## config.mk

```make
export PLATFORM = sky130hd
export DESIGN_NAME = cis_ram
export DESIGN_NICKNAME = d
export VERILOG_FILES = /design/src/assert_macros.svh /design/src/cis_ram.sv
export SDC_FILE = /design/constraint.sdc
export NUM_CORES = 2
export LEC_CHECK = 0
export ABC_AREA = 1
export ABC_CLOCK_PERIOD_IN_PS = 3900
export BUFFER_PORTS_ARGS = -buffer_cell sky130_fd_sc_hd__buf_2
export CORE_MARGIN = 2
export CORE_UTILIZATION = 55
export CTS_BUF_LIST = sky130_fd_sc_hd__clkbuf_8
export CTS_CLUSTER_SIZE = 28
export DETAILED_ROUTE_END_ITERATION = 6
export GPL_TIMING_DRIVEN = 0
export PLACE_DENSITY = 0.76
export SLEW_MARGIN = 15
export SYNTH_ARGS = -nofsm -noshare
export SYNTH_HDL_FRONTEND = slang
export SYNTH_SLANG_ARGS = --single-unit
```

## constraint.sdc

```tcl
create_clock -name clk -period 3.9 [get_ports clk]
set_input_delay 0.195 -clock clk [delete_from_list [all_inputs] [get_ports clk]]
set_output_delay 0.195 -clock clk [all_outputs]
set_load 0.01 [all_outputs]
```

## src/assert_macros.svh

```systemverilog
// Assertion macros shared by the RTL of the instruction step core.
// Needs signals named clk and arst_n in the module that uses them.
`ifndef ASSERT_MACROS_SVH
`define ASSERT_MACROS_SVH

// Consequent in the same cycle.
`define ASSERT_IMPL(label, pre, post) \
	label: assert property (@(posedge clk) disable iff (!arst_n) (pre) |-> (post)) \
		else $error("assertion failed");

// Consequent in the next cycle.
`define ASSERT_NEXT(label, pre, post) \
	label: assert property (@(posedge clk) disable iff (!arst_n) (pre) |=> (post)) \
		else $error("assertion failed");

`endif

```

## src/cis_ram.sv

```systemverilog
// Single-port byte store with registered read data.
// Generic; no package dependency.
module cis_ram #(
	parameter int DEPTH = 256,
	parameter int WIDTH = 8
) (
	input  logic                     clk,
	input  logic                     we,
	input  logic [$clog2(DEPTH)-1:0] addr,
	input  logic [WIDTH-1:0]         wdata,
	output logic [WIDTH-1:0]         rdata
);

	logic [WIDTH-1:0] mem [DEPTH];

	always_ff @(posedge clk) begin
		if (we) begin
			mem[addr] <= wdata;
		end else begin
			rdata <= mem[addr];
		end
	end

endmodule

```

# [Word-level counts from Yosys, hierarchy flattened]
# Memory sizes are Yosys's and may differ from the RTL's. A register that Yosys moved wholly into a read port is not among the register bits.
# Index checks and enable logic that the tools add are counted.
# W data, S select, Z words.
[totals] ff_bits=0 ram_bits=2048 mem_count=1 input_bits=18 wordCells=4 output_inout_bits=8 latchBits=0 romBits=0
[memory_table] memory="mem" depth=256 word_bits=8 read_ports=1 rd_ports_with_merged_regs=1 write_ports=1 line="cis_ram.sv:14" text="logic [WIDTH-1:0] mem [DEPTH];"
[classes] reduce_logical=1 div_mod_pow=0 mux=2 n_bitwise=0 multipliers=0 magnitude_cmp=0 n_eq_ne=0 add_sub_neg=0 n_shift=0
[ops] operator="$mux W1" count=2
[ops] operator="$logic_not A1 Y1" count=1

# [Depth between registers and ports, before layout]
[logic_depth] ltp_word=2 mapped_depth=15 ltp_nobuf=13

# [Least setup slack after synthesis]
# No wires, ideal clock.
[synth_timing] path_kind="input to register" from="input addr[1]" to="memory mem[238][0], enable pin" arrival_time_ns=1.667 setup_time_ns=0.370 path_stages=10 required_ns=3.530 slack_ns=1.863 n_path_buf=4 cell_sequence="buf_4 inv_4 nor2_8 buf_4 buf_4 inv_2 nor2_1 nand2_1 clkbuf_1 nor2_1"
[synth_lines] element="start, declared" line="cis_ram.sv:9" text="input logic [$clog2(DEPTH)-1:0] addr,"
[synth_lines] element="end, declared" line="cis_ram.sv:14"
# No word-level cell before the write port.

# [Final worst setup path]
[layout_timing] from="input addr[4]" to="memory mem[142][5], enable pin"
# No word-level cell before the write port.

==> flow_summary.json <==
{
  "seq_area_um2": 61700,
  "yosys.area.top_type": "edfxtp_1",
  "crit_path_cell_trace": "buf_2, nor2_1, clkbuf_1, nand2_1, clkbuf_1, nor2_1",
  "wl_mm": 249,
  "synth_edf_count": 2056,
  "numCtsBuffers": 333,
  "vias_per_cell": 5.58,
  "synth_top_area_share_pct": 72.7,
  "fin_crit_sh_pct": 84.9,
  "crit_buf_inv": 3,
  "drcViolationCount": 0,
  "power_mw": 43.6,
  "synth_cell_types": 17,
  "fin_cells": 10700,
  "setup_viol": 0,
  "worst_pin_slew_ps": 1330,
  "finalHoldViolCount": 0,
  "fin_ws_ps": 588,
  "avgSynthCellArea_um2": 10.6,
  "start_util_pct": 55.3,
  "synthArstFlopShare_pct": 0,
  "critPathSlowestCell": "nor2_1",
  "cts_tree": "yes",
  "cts_buffer_depth": 4,
  "synth_nets": 8040,
  "finalMaxSlewViolations": 0,
  "dieArea_um2": 158000,
  "fmax_ghz": 0.302,
  "power_density_nw_per_um2": 465,
  "gp_congestion": 0.993,
  "grt_setup_unrepaired": "no",
  "ys_seq_elements": 2056,
  "met1_usage_pct": 42.1,
  "syn_area_um2": 85000,
  "r2r_slack_ps": 1410,
  "fin_area_um2": 93800,
  "clkSlewWorstSetupHoldPaths_ps": 60,
  "cpLargestDelayFamily": "simple AND/OR/NAND/NOR gates",
  "port_buffers": 24,
  "cts-root-buf": "clkbuf_8",
  "drt_iter0_drc": 8316,
  "drtAntennaViolNets": 0,
  "arrival_ps": 3910,
  "clkLatencyLatePin_ps": 1040,
  "power_leakage_nw": 37.7,
  "finClkSkew_ps": 69.3,
  "drive_gt1_share_pct": 7.25,
  "worstSetupPathType": "input pin to flop",
  "layout_common_cells": "nand2_1, edfxtp_1, nor2_1, clkbuf_8, buf_2",
  "coreArea_um2": 154000,
  "ios": 26,
  "multiInputGateArea_um2": 21200,
  "peakVddDrop_v": 0.000411,
  "synth_top_cells_by_area": "edfxtp_1, nand2_1, nor2_1, buf_2, nand3_1",
  "grt_overflow": 0,
  "grt_max_degree": 115,
  "worstPathMaxFanout": 11,
  "status": "finished clean",
  "cp-start-kind": "input pin",
  "first_global_vias": 55700,
  "required_ps": 4500,
  "synth_flop_cell": "edfxtp_1",
  "period_needed_ps": 3310,
  "post-place-ws_ps": -226,
  "endpoint_kind": "flop",
  "die_w_um": 397,
  "num_vias": 59600,
  "cts_sinks": 2056,
  "grt_util_all_layers_pct": 31.2,
  "fin_nets": 8428,
  "hold_path_class": "input pin to flop",
  "maxCapViolations": 0,
  "grt_pass1_wl_mm": 355,
  "placed_cells": 10100,
  "use_met2_pct": 47.1,
  "relSlewSlack_pct": 11.4,
  "ys_warn_count": 0,
  "seq_area_frac_synth_pct": 72.7,
  "drt-wirelength-per-cell_um": 23.4,
  "grt_use_met3_pct": 8.91,
  "first_pass_iters": 7,
  "fillers": 11800,
  "syn_inst": 8022,
  "cts_max_level": 5,
  "final_common_cell": "nand2_1",
  "syn2layout_area_growth_pct": 10.5,
  "whs_ps": 166,
  "dp_hpwl_mm": 169,
  "grt_antenna_before_repair": 18,
  "floorplan.rows": 144,
  "grt_busiest_layer": "met2",
  "crit_path_max_incr_delay_ps": 1020,
  "dpl_cell_area_um2": 88200,
  "dieHeight_um": 397
}
[logic make-up after synthesis]
logic type	Yosys count	share of synthesized area, %
compound gates	192	1.13
buf+inv	453	2.38
flops	2056	72.7
simple gates	5321	23.8
[registers in the layout, summed over array words and instances, names as in the netlist]
register,cells
mem,2048
rdata,8
[synth_stat cells, types with 2 or more instances]
cell type,n
nand3_1,188
a21oi_1,32
inv_2,2
clkbuf_1,171
buf_1,38
o21ai_1,114
inv_1,32
nor2_1,361
edfxtp_1,2056
nand2_1,4770
buf_2,195
buf_6,7
inv_4,2
buf_4,6
o21ai_0,46
[power breakdown]
part           internal, mW  switching [mW]  total [mW]
combinational         0.632            2.35        2.98
clock                  8.09            8.19        16.3
sequential             24.4          0.0195        24.4
[what timing repair did]
action,CTS,global route
gates resized for setup,0,0
endpoints found under the hold margin,1348,0
hold buffers,13,0
setup buffers,0,0
[path summary, 6_finish.rpt]
check,startpoint,end,cells past startpoint
min reg2reg,mem[255][7]$_DFFE_PP_,rdata[7]$_DFFE_PN_,10
min,wdata[1],mem[77][1]$_DFFE_PP_,2
max,addr[4],mem[142][5]$_DFFE_PP_,6
max reg2reg,mem[173][2]$_DFFE_PP_,rdata[2]$_DFFE_PN_,13
[metal layers]
layer / routed length, µm / share of wire (%)
met1: 92800 / 37
met2: 111000 / 45
met3: 33200 / 13
met4: 12100 / 4.8
met5: 71 / 0.028
[layout make-up]
cell class | instances | area share, %
Tap cell | 2044 | 2.73
Antenna cell | 9 | 0.0240
Buffer | 417 | 2.01
Clock inverter | 204 | 0.932
Clock buffer | 338 | 4.96
Sequential cell | 2056 | 65.8
Inverter | 36 | 0.149
Timing Repair Buffer | 53 | 0.821
Multi-Input combinational cell | 5513 | 22.6
[through the flow]
stage / utilization [%] / setup TNS [ps]
after floorplan: - / 0
after global placement: 57.0 / -2627060
after detailed placement: 57.4 / -3110
after CTS: 61.0 / 0
after global routing: 61.1 / 0
final: 61.1 / 0
Power figures use the tool's default switching activity.
