File: src/assert_macros.svh
// Assertion macros shared by the RTL of the instruction step core.
// Needs signals named clk and arst_n in the module that uses them.
`ifndef ASSERT_MACROS_SVH
`define ASSERT_MACROS_SVH

// Consequent in the same cycle.
`define ASSERT_IMPL(label, pre, post) \
	label: assert property (@(posedge clk) disable iff (!arst_n) (pre) |-> (post)) \
		else $error("assertion failed");

// Consequent in the next cycle.
`define ASSERT_NEXT(label, pre, post) \
	label: assert property (@(posedge clk) disable iff (!arst_n) (pre) |=> (post)) \
		else $error("assertion failed");

`endif

File: src/cis_pkg.sv
// Package of the instruction step core: store size, command and ALU codes,
// reset values and the ALU request and response types. No dependencies.
package cis_pkg;

	localparam int MEM_DEPTH = 65536;
	localparam int ADDR_W    = $clog2(MEM_DEPTH);

	localparam logic [1:0] CMD_WRITE = 2'd0;
	localparam logic [1:0] CMD_STEP  = 2'd1;
	localparam logic [1:0] CMD_READ  = 2'd2;

	localparam logic [15:0] MARK_ADDR = 16'hFF44;
	localparam logic [7:0]  MARK_BYTE = 8'h90;

	localparam logic [7:0]  RST_A  = 8'h01;
	localparam logic [7:0]  RST_B  = 8'h00;
	localparam logic [7:0]  RST_C  = 8'h13;
	localparam logic [7:0]  RST_D  = 8'h00;
	localparam logic [7:0]  RST_E  = 8'hD8;
	localparam logic [7:0]  RST_H  = 8'h01;
	localparam logic [7:0]  RST_L  = 8'h4D;
	localparam logic [3:0]  RST_F  = 4'b1011;
	localparam logic [15:0] RST_SP = 16'hFFFE;
	localparam logic [15:0] RST_PC = 16'h0100;

	// flag nibble bit positions
	localparam int FZ = 3;
	localparam int FN = 2;
	localparam int FH = 1;
	localparam int FC = 0;

	localparam logic [3:0] ALU_ADDW  = 4'd0;
	localparam logic [3:0] ALU_ADD8  = 4'd1;
	localparam logic [3:0] ALU_SUB8  = 4'd2;
	localparam logic [3:0] ALU_INC8  = 4'd3;
	localparam logic [3:0] ALU_DEC8  = 4'd4;
	localparam logic [3:0] ALU_AND   = 4'd5;
	localparam logic [3:0] ALU_XOR   = 4'd6;
	localparam logic [3:0] ALU_OR    = 4'd7;
	localparam logic [3:0] ALU_RR    = 4'd8;
	localparam logic [3:0] ALU_SRL   = 4'd9;
	localparam logic [3:0] ALU_DAA   = 4'd10;
	localparam logic [3:0] ALU_ADDHL = 4'd11;
	localparam logic [3:0] ALU_SPE   = 4'd12;

	typedef struct packed {
		logic [3:0]  op;
		logic [15:0] a;
		logic [15:0] b;
		logic        cin;
		logic [3:0]  fin;
	} alu_req_t;

	typedef struct packed {
		logic [15:0] res;
		logic [3:0]  f;
	} alu_rsp_t;

endpackage

File: src/cis_alu.sv
// Shared 8/16-bit arithmetic, logic, shift and decimal-adjust unit.
// Uses cis_pkg for op codes, flag positions and the request types.
module cis_alu
	import cis_pkg::*;
(
	input  alu_req_t req,
	output alu_rsp_t rsp
);

	logic [8:0]  s9;
	logic [4:0]  h5;
	logic [16:0] s17;
	logic [12:0] h13;
	logic [7:0]  r8;
	logic [7:0]  adj;
	logic        dc;

	always_comb begin
		s9  = 9'd0;
		h5  = 5'd0;
		s17 = 17'd0;
		h13 = 13'd0;
		r8  = 8'd0;
		adj = 8'd0;
		dc  = req.fin[FC];
		rsp.res = 16'd0;
		rsp.f   = req.fin;
		case (req.op)
			ALU_ADDW: begin
				rsp.res = req.a + req.b;
			end
			ALU_ADD8: begin
				s9 = {1'b0, req.a[7:0]} + {1'b0, req.b[7:0]} + {8'd0, req.cin};
				h5 = {1'b0, req.a[3:0]} + {1'b0, req.b[3:0]} + {4'd0, req.cin};
				rsp.res = {8'd0, s9[7:0]};
				rsp.f = {s9[7:0] == 8'd0, 1'b0, h5[4], s9[8]};
			end
			ALU_SUB8: begin
				rsp.res = {8'd0, req.a[7:0] - req.b[7:0]};
				rsp.f = {req.a[7:0] == req.b[7:0], 1'b1, req.a[3:0] < req.b[3:0],
					req.a[7:0] < req.b[7:0]};
			end
			ALU_INC8: begin
				r8 = req.a[7:0] + 8'd1;
				rsp.res = {8'd0, r8};
				rsp.f = {r8 == 8'd0, 1'b0, req.a[3:0] == 4'hF, req.fin[FC]};
			end
			ALU_DEC8: begin
				r8 = req.a[7:0] - 8'd1;
				rsp.res = {8'd0, r8};
				rsp.f = {r8 == 8'd0, 1'b1, req.a[3:0] == 4'h0, req.fin[FC]};
			end
			ALU_AND: begin
				r8 = req.a[7:0] & req.b[7:0];
				rsp.res = {8'd0, r8};
				rsp.f = {r8 == 8'd0, 1'b0, 1'b1, 1'b0};
			end
			ALU_XOR: begin
				r8 = req.a[7:0] ^ req.b[7:0];
				rsp.res = {8'd0, r8};
				rsp.f = {r8 == 8'd0, 3'b000};
			end
			ALU_OR: begin
				r8 = req.a[7:0] | req.b[7:0];
				rsp.res = {8'd0, r8};
				rsp.f = {r8 == 8'd0, 3'b000};
			end
			ALU_RR: begin
				r8 = {req.fin[FC], req.a[7:1]};
				rsp.res = {8'd0, r8};
				rsp.f = {r8 == 8'd0, 2'b00, req.a[0]};
			end
			ALU_SRL: begin
				r8 = {1'b0, req.a[7:1]};
				rsp.res = {8'd0, r8};
				rsp.f = {r8 == 8'd0, 2'b00, req.a[0]};
			end
			ALU_DAA: begin
				if (req.fin[FN]) begin
					adj = (req.fin[FH] ? 8'h06 : 8'h00) + (req.fin[FC] ? 8'h60 : 8'h00);
					r8 = req.a[7:0] - adj;
				end else begin
					if (req.fin[FH] || req.a[3:0] > 4'h9) begin
						adj = 8'h06;
					end
					if (req.fin[FC] || req.a[7:0] > 8'h99) begin
						adj = adj + 8'h60;
						dc = 1'b1;
					end
					r8 = req.a[7:0] + adj;
				end
				rsp.res = {8'd0, r8};
				rsp.f = {r8 == 8'd0, req.fin[FN], 1'b0, dc};
			end
			ALU_ADDHL: begin
				s17 = {1'b0, req.a} + {1'b0, req.b};
				h13 = {1'b0, req.a[11:0]} + {1'b0, req.b[11:0]};
				rsp.res = s17[15:0];
				rsp.f = {req.fin[FZ], 1'b0, h13[12], s17[16]};
			end
			ALU_SPE: begin
				h5 = {1'b0, req.a[3:0]} + {1'b0, req.b[3:0]};
				s9 = {1'b0, req.a[7:0]} + {1'b0, req.b[7:0]};
				rsp.res = req.a + {{8{req.b[7]}}, req.b[7:0]};
				rsp.f = {2'b00, h5[4], s9[8]};
			end
			default: begin
				rsp.res = 16'd0;
			end
		endcase
	end

endmodule

File: config.mk
export PLATFORM = sky130hd
export DESIGN_NAME = cis_alu
export DESIGN_NICKNAME = d
export VERILOG_FILES = /design/src/assert_macros.svh /design/src/cis_pkg.sv /design/src/cis_alu.sv
export SDC_FILE = /design/constraint.sdc
export NUM_CORES = 1
export LEC_CHECK = 0
export ABC_AREA = 1
export BUFFER_PORTS_ARGS = -buffer_cell sky130_fd_sc_hd__buf_2
export CORE_UTILIZATION = 23
export DETAILED_ROUTE_END_ITERATION = 7
export PLACE_DENSITY_LB_ADDON = 0.2
export SLEW_MARGIN = 20
export SYNTH_ARGS = -nofsm -noshare
export SYNTH_HDL_FRONTEND = slang
export SYNTH_SLANG_ARGS = --single-unit
File: constraint.sdc
create_clock -name vclk -period 7.2
set_input_delay 0.72 -clock vclk [all_inputs]
set_output_delay 0.72 -clock vclk [all_outputs]
set_load 0.01 [all_outputs]
# Word-level counts from Yosys, hierarchy flattened
# Index checks and enable logic that the tools add are counted.
dict set report op_classes {
  addsub 15
  multipliers 0
  n_div 0
  n_lt_le_gt_ge 4
  eq_ne 14
  shift 0
  n_mux 14
  bitwise 3
  reduce_logical 13
}
# cell count
set op_table {}
lappend op_table {{case mux 16 bit (13 select lines)} 1}
lappend op_table {{logical NOT 8 bit} 8}
lappend op_table {{2-to-1 mux 8 bit} 7}
lappend op_table {{case mux 4 bit (12 select lines)} 1}
lappend op_table {{adder 16 bit} 2}
lappend op_table {{equality test 4 bit, second input constant} 6}
lappend op_table {{adder 16 x 16 -> 17 bit} 1}
lappend op_table {{equality test 4 x 3 -> 1 bit, second input constant} 4}
lappend op_table {{subtractor 8 bit} 2}
lappend op_table {{adder 12 x 12 -> 13 bit} 1}
lappend op_table {{adder 8 x 8 -> 9 bit} 1}
lappend op_table {{adder 9 x 1 -> 9 bit} 1}
lappend op_table {{adder 3 x 7 -> 8 bit} 1}
lappend op_table {{adder 8 x 1 -> 8 bit, second input constant} 1}
lappend op_table {{adder 8 x 7 -> 8 bit, second input constant} 1}
lappend op_table {{adder 8 bit} 1}
lappend op_table {{bitwise AND 8 bit} 1}
lappend op_table {{equality test 4 x 2 -> 1 bit, second input constant} 2}
lappend op_table {{equality test 8 bit} 1}
lappend op_table {{> comparator 8 bit, second input constant} 1}
lappend op_table {{logical NOT 4 bit} 2}
lappend op_table {{less-than comparator 8 bit} 1}
lappend op_table {{OR 8 bit} 1}
lappend op_table {{subtractor 8 x 1 -> 8 bit, second input constant} 1}
lappend op_table {{11 further kinds} 14}
dict set report totals {
  ff_bits 0
  latch_bits 0
  mem_bits_rw 0
  romBits 0
  inputBits 41
  out_inout_bits 20
  word_cells 63
  memories 0
}

# Longest topological paths before layout
dict set report depth {
  ltp_word 14
  depth_mapped 20
  ltp_nobuf 20
}

# Least setup slack after synthesis
# No wires, ideal clock.
dict set report synth_timing {
  kind {input -> output}
  from {in req[21] (netlist name)}
  to {out rsp[3] (netlist name)}
  arrival_time_ns 2.725
  t_required_ns 6.480
  setup_slack_ns 3.755
  path_stages 18
  n_path_buf 0
  cell_sequence {inv_1 -> ha_1 -> inv_1 -> nor2_1 -> inv_1 -> nand3_1 -> nand2_1 -> ha_1 -> inv_1 -> fa_1 -> o21ai_0 -> nor2_1 -> nand3_1 -> nor2_1 -> nand3_1 -> nand2_1 -> inv_1 -> nand3_1}
}
# element line_no
set synth_lines {}
lappend synth_lines {{from (decl)} cis_alu.sv:6} ;# input alu_req_t req,
lappend synth_lines {{to (decl)} cis_alu.sv:7} ;# output alu_rsp_t rsp

==> results.cfg <==
[status]
run_status = finished clean

[synth]
synth_top_cell_area_share_pct = 19.4
yosysTopAreaCell = nand2_1
synth_most_common_cell = nand2_1
syn_nets = 849
yosysSeqAreaShare_pct = 0
ys_warn_count = 0
synth_area_um2 = 3970
synth_area_leaders = nand2_1, ha_1, inv_1
syn_area_per_cell_um2 = 5.32
synth_common_cells = nand2_1, inv_1, nor2_1, nand3_1, ha_1
synth.distinct_cells = 39
syn_inst = 745

[min_path]
hp-start = req[3]
whs_path_depth = 4
hold_path_class = input port to output pin
holdPathEnd = rsp[3]

[sta]
worst_slack_ps = 3030
worst_pin_slew_ps = 695
slew_headroom_pct = 53.7
rsz0062_at_grt = no
drv_slew = 0
min_period_ps = 4170
final-hold-violation-count = 0
final.setup.tns_ps = 0
finalCritPeriodShare_pct = 57.9
finalSetupViolations = 0
fmax_ghz = 0.240

[cells_and_area]
utilization_pct = 27.0
antennaDiodeCount = 0
final_nets = 908
drive_gt1_share_pct = 12.0
seq_cell_count = 0
ff_latch_area_um2 = 0
n_clock_buffer = 0
syn2layout_area_growth_pct = 13.9
nFillCells = 1996

[clock_network]
cts_resized = 0
ctsHoldBuffers = 0
post_cts_buffers = 0

[worst_setup_path]
cp-start-kind = input port
cp_data_arrival_time_ps = 3450
cp-end-kind = output pin
cpMostUsedCell = inv_1
path_cells = buf_2 > inv_1 > ha_1 > inv_1 > nor2_1 > inv_1 > nand3_1 > nand2_1 > ha_1 > inv_1 > fa_1 > inv_1 > nand4_1 > nand2_1 > a21oi_1 > o21ai_0 > nand3_1 > nand4_1 > buf_2
crit_fanout = 13
criticalPathCategory = input port to output pin
crit_slowest_cell = fa_1
required_ps = 6480
crit_path_max_incr_delay_ps = 360

[drt]
wl_mm = 15.9
antenna_left = 0
avgViaCountPerCell = 4.91
vias = 5020
drc = 0
dr.pass1.iters = 7
drtIter0Drc = 427
wl_per_cell_um = 15.6

[pwr]
peakVddDrop_v = 0.0000266
leakagePower_nw = 2.41
p_total_w = 0.000334
power.density_nw_per_um2 = 74.0

[floorplan]
floorplan.initialDensity_pct = 23.7
die_y_um = 133
die_w_um = 133
core.rowCount = 47
ios = 61
core_area_um2 = 16700
die_area_um2 = 17800

[global_route]
grt_pass1_wl_mm = 25.2
grt-ovfl-total = 0
grt_pass1_vias = 4551
grt_max_degree = 15
track_usage_pct = 17.6
antenna_found_initial = 0

[placement]
dp_hpwl_mm = 13.5
pre_cts_slack_ps = 3060
gp_congestion = 0.920
port_buffers = 61

[job]
drv_cap = 0
## metal layers
metal | up-vias | track usage (%) | part of all wire, %
met3 | 12 | 0.989 | 5.4
li1 | 2584 | - | -
met4 | 0 | 2.21 | 1.3
met2 | 163 | 28.3 | 43
met1 | 2261 | 26.3 | 50
met5 | - | 0 | 0
## stage by stage
| stage | instance area [um2] | instances | hold slack, ps |
|---|---|---|---|
| 4_1_cts | 4520 | 1022 | 1810 |
| 6_report | 4520 | 1022 | 1800 |
| 2_1_floorplan | 3970 | 745 | 1610 |
| 3_3_place_gp | 4520 | 1022 | 1830 |
| 5_1_grt | 4520 | 1022 | 1820 |
| 3_5_place_dp | 4520 | 1022 | 1810 |
## layout by cell type, fill, tap and decap left out, types with 5 or more instances in the layout
cell type,n
inv_1,110
nand2_2,6
ha_1,60
nor2_1,78
o22ai_1,8
nand3_1,72
nor3_1,9
buf_2,61
inv_2,6
o21ai_0,55
nand2_1,205
nand4_1,26
xor2_1,6
nor2_2,7
o2111ai_1,5
a21oi_1,38
## cell families after synthesis
kind of cell             share of synthesized area [%]
adder cells (fa/ha/maj)                           20.4
AND/OR/NAND/NOR                                   46.9
AO/OA/AOI/OAI                                     18.4
XOR/XNOR                                          2.21
buffers and inverters                             12.1
## worst max-delay path by stage
stage / endpoint / from / slack [ps] / cells after the start
4_1_cts: rsp[11] / req[22] / 3050 / 19
3_3_place_gp: rsp[11] / req[21] / 3120 / 18
5_1_grt: rsp[10] / req[21] / 2780 / 20
6_report: rsp[11] / req[22] / 3030 / 19
2_1_floorplan: rsp[3] / req[21] / 3750 / 18
3_5_place_dp: rsp[11] / req[22] / 3060 / 19
## where the power goes
| part | switching (W) | total, W | internal [W] | leakage, nW |
|---|---|---|---|---|
| registers | 0 | 0 | 0 | 0 |
| logic | 0.000225 | 0.000334 | 0.000110 | 2.41 |
| clock network | 0 | 0 | 0 | 0 |
| total | 0.000225 | 0.000334 | 0.000110 | 2.41 |
## worst max-delay path: cells and delay by family
family	cells	cell delay, ps
buffers and inverters	7	940
and+or+nand+nor	7	870
adders and majority gates	3	740
AOI/OAI and AO/OA	2	170
## cell type report
type	count	area, um2	share of cell area (%)
timing repair buffer	62	313	6.93
multi-input combinational	622	3490	77.2
inverter	118	443	9.81
tap	220	275	6.09
(Power assumes the default switching activity.)
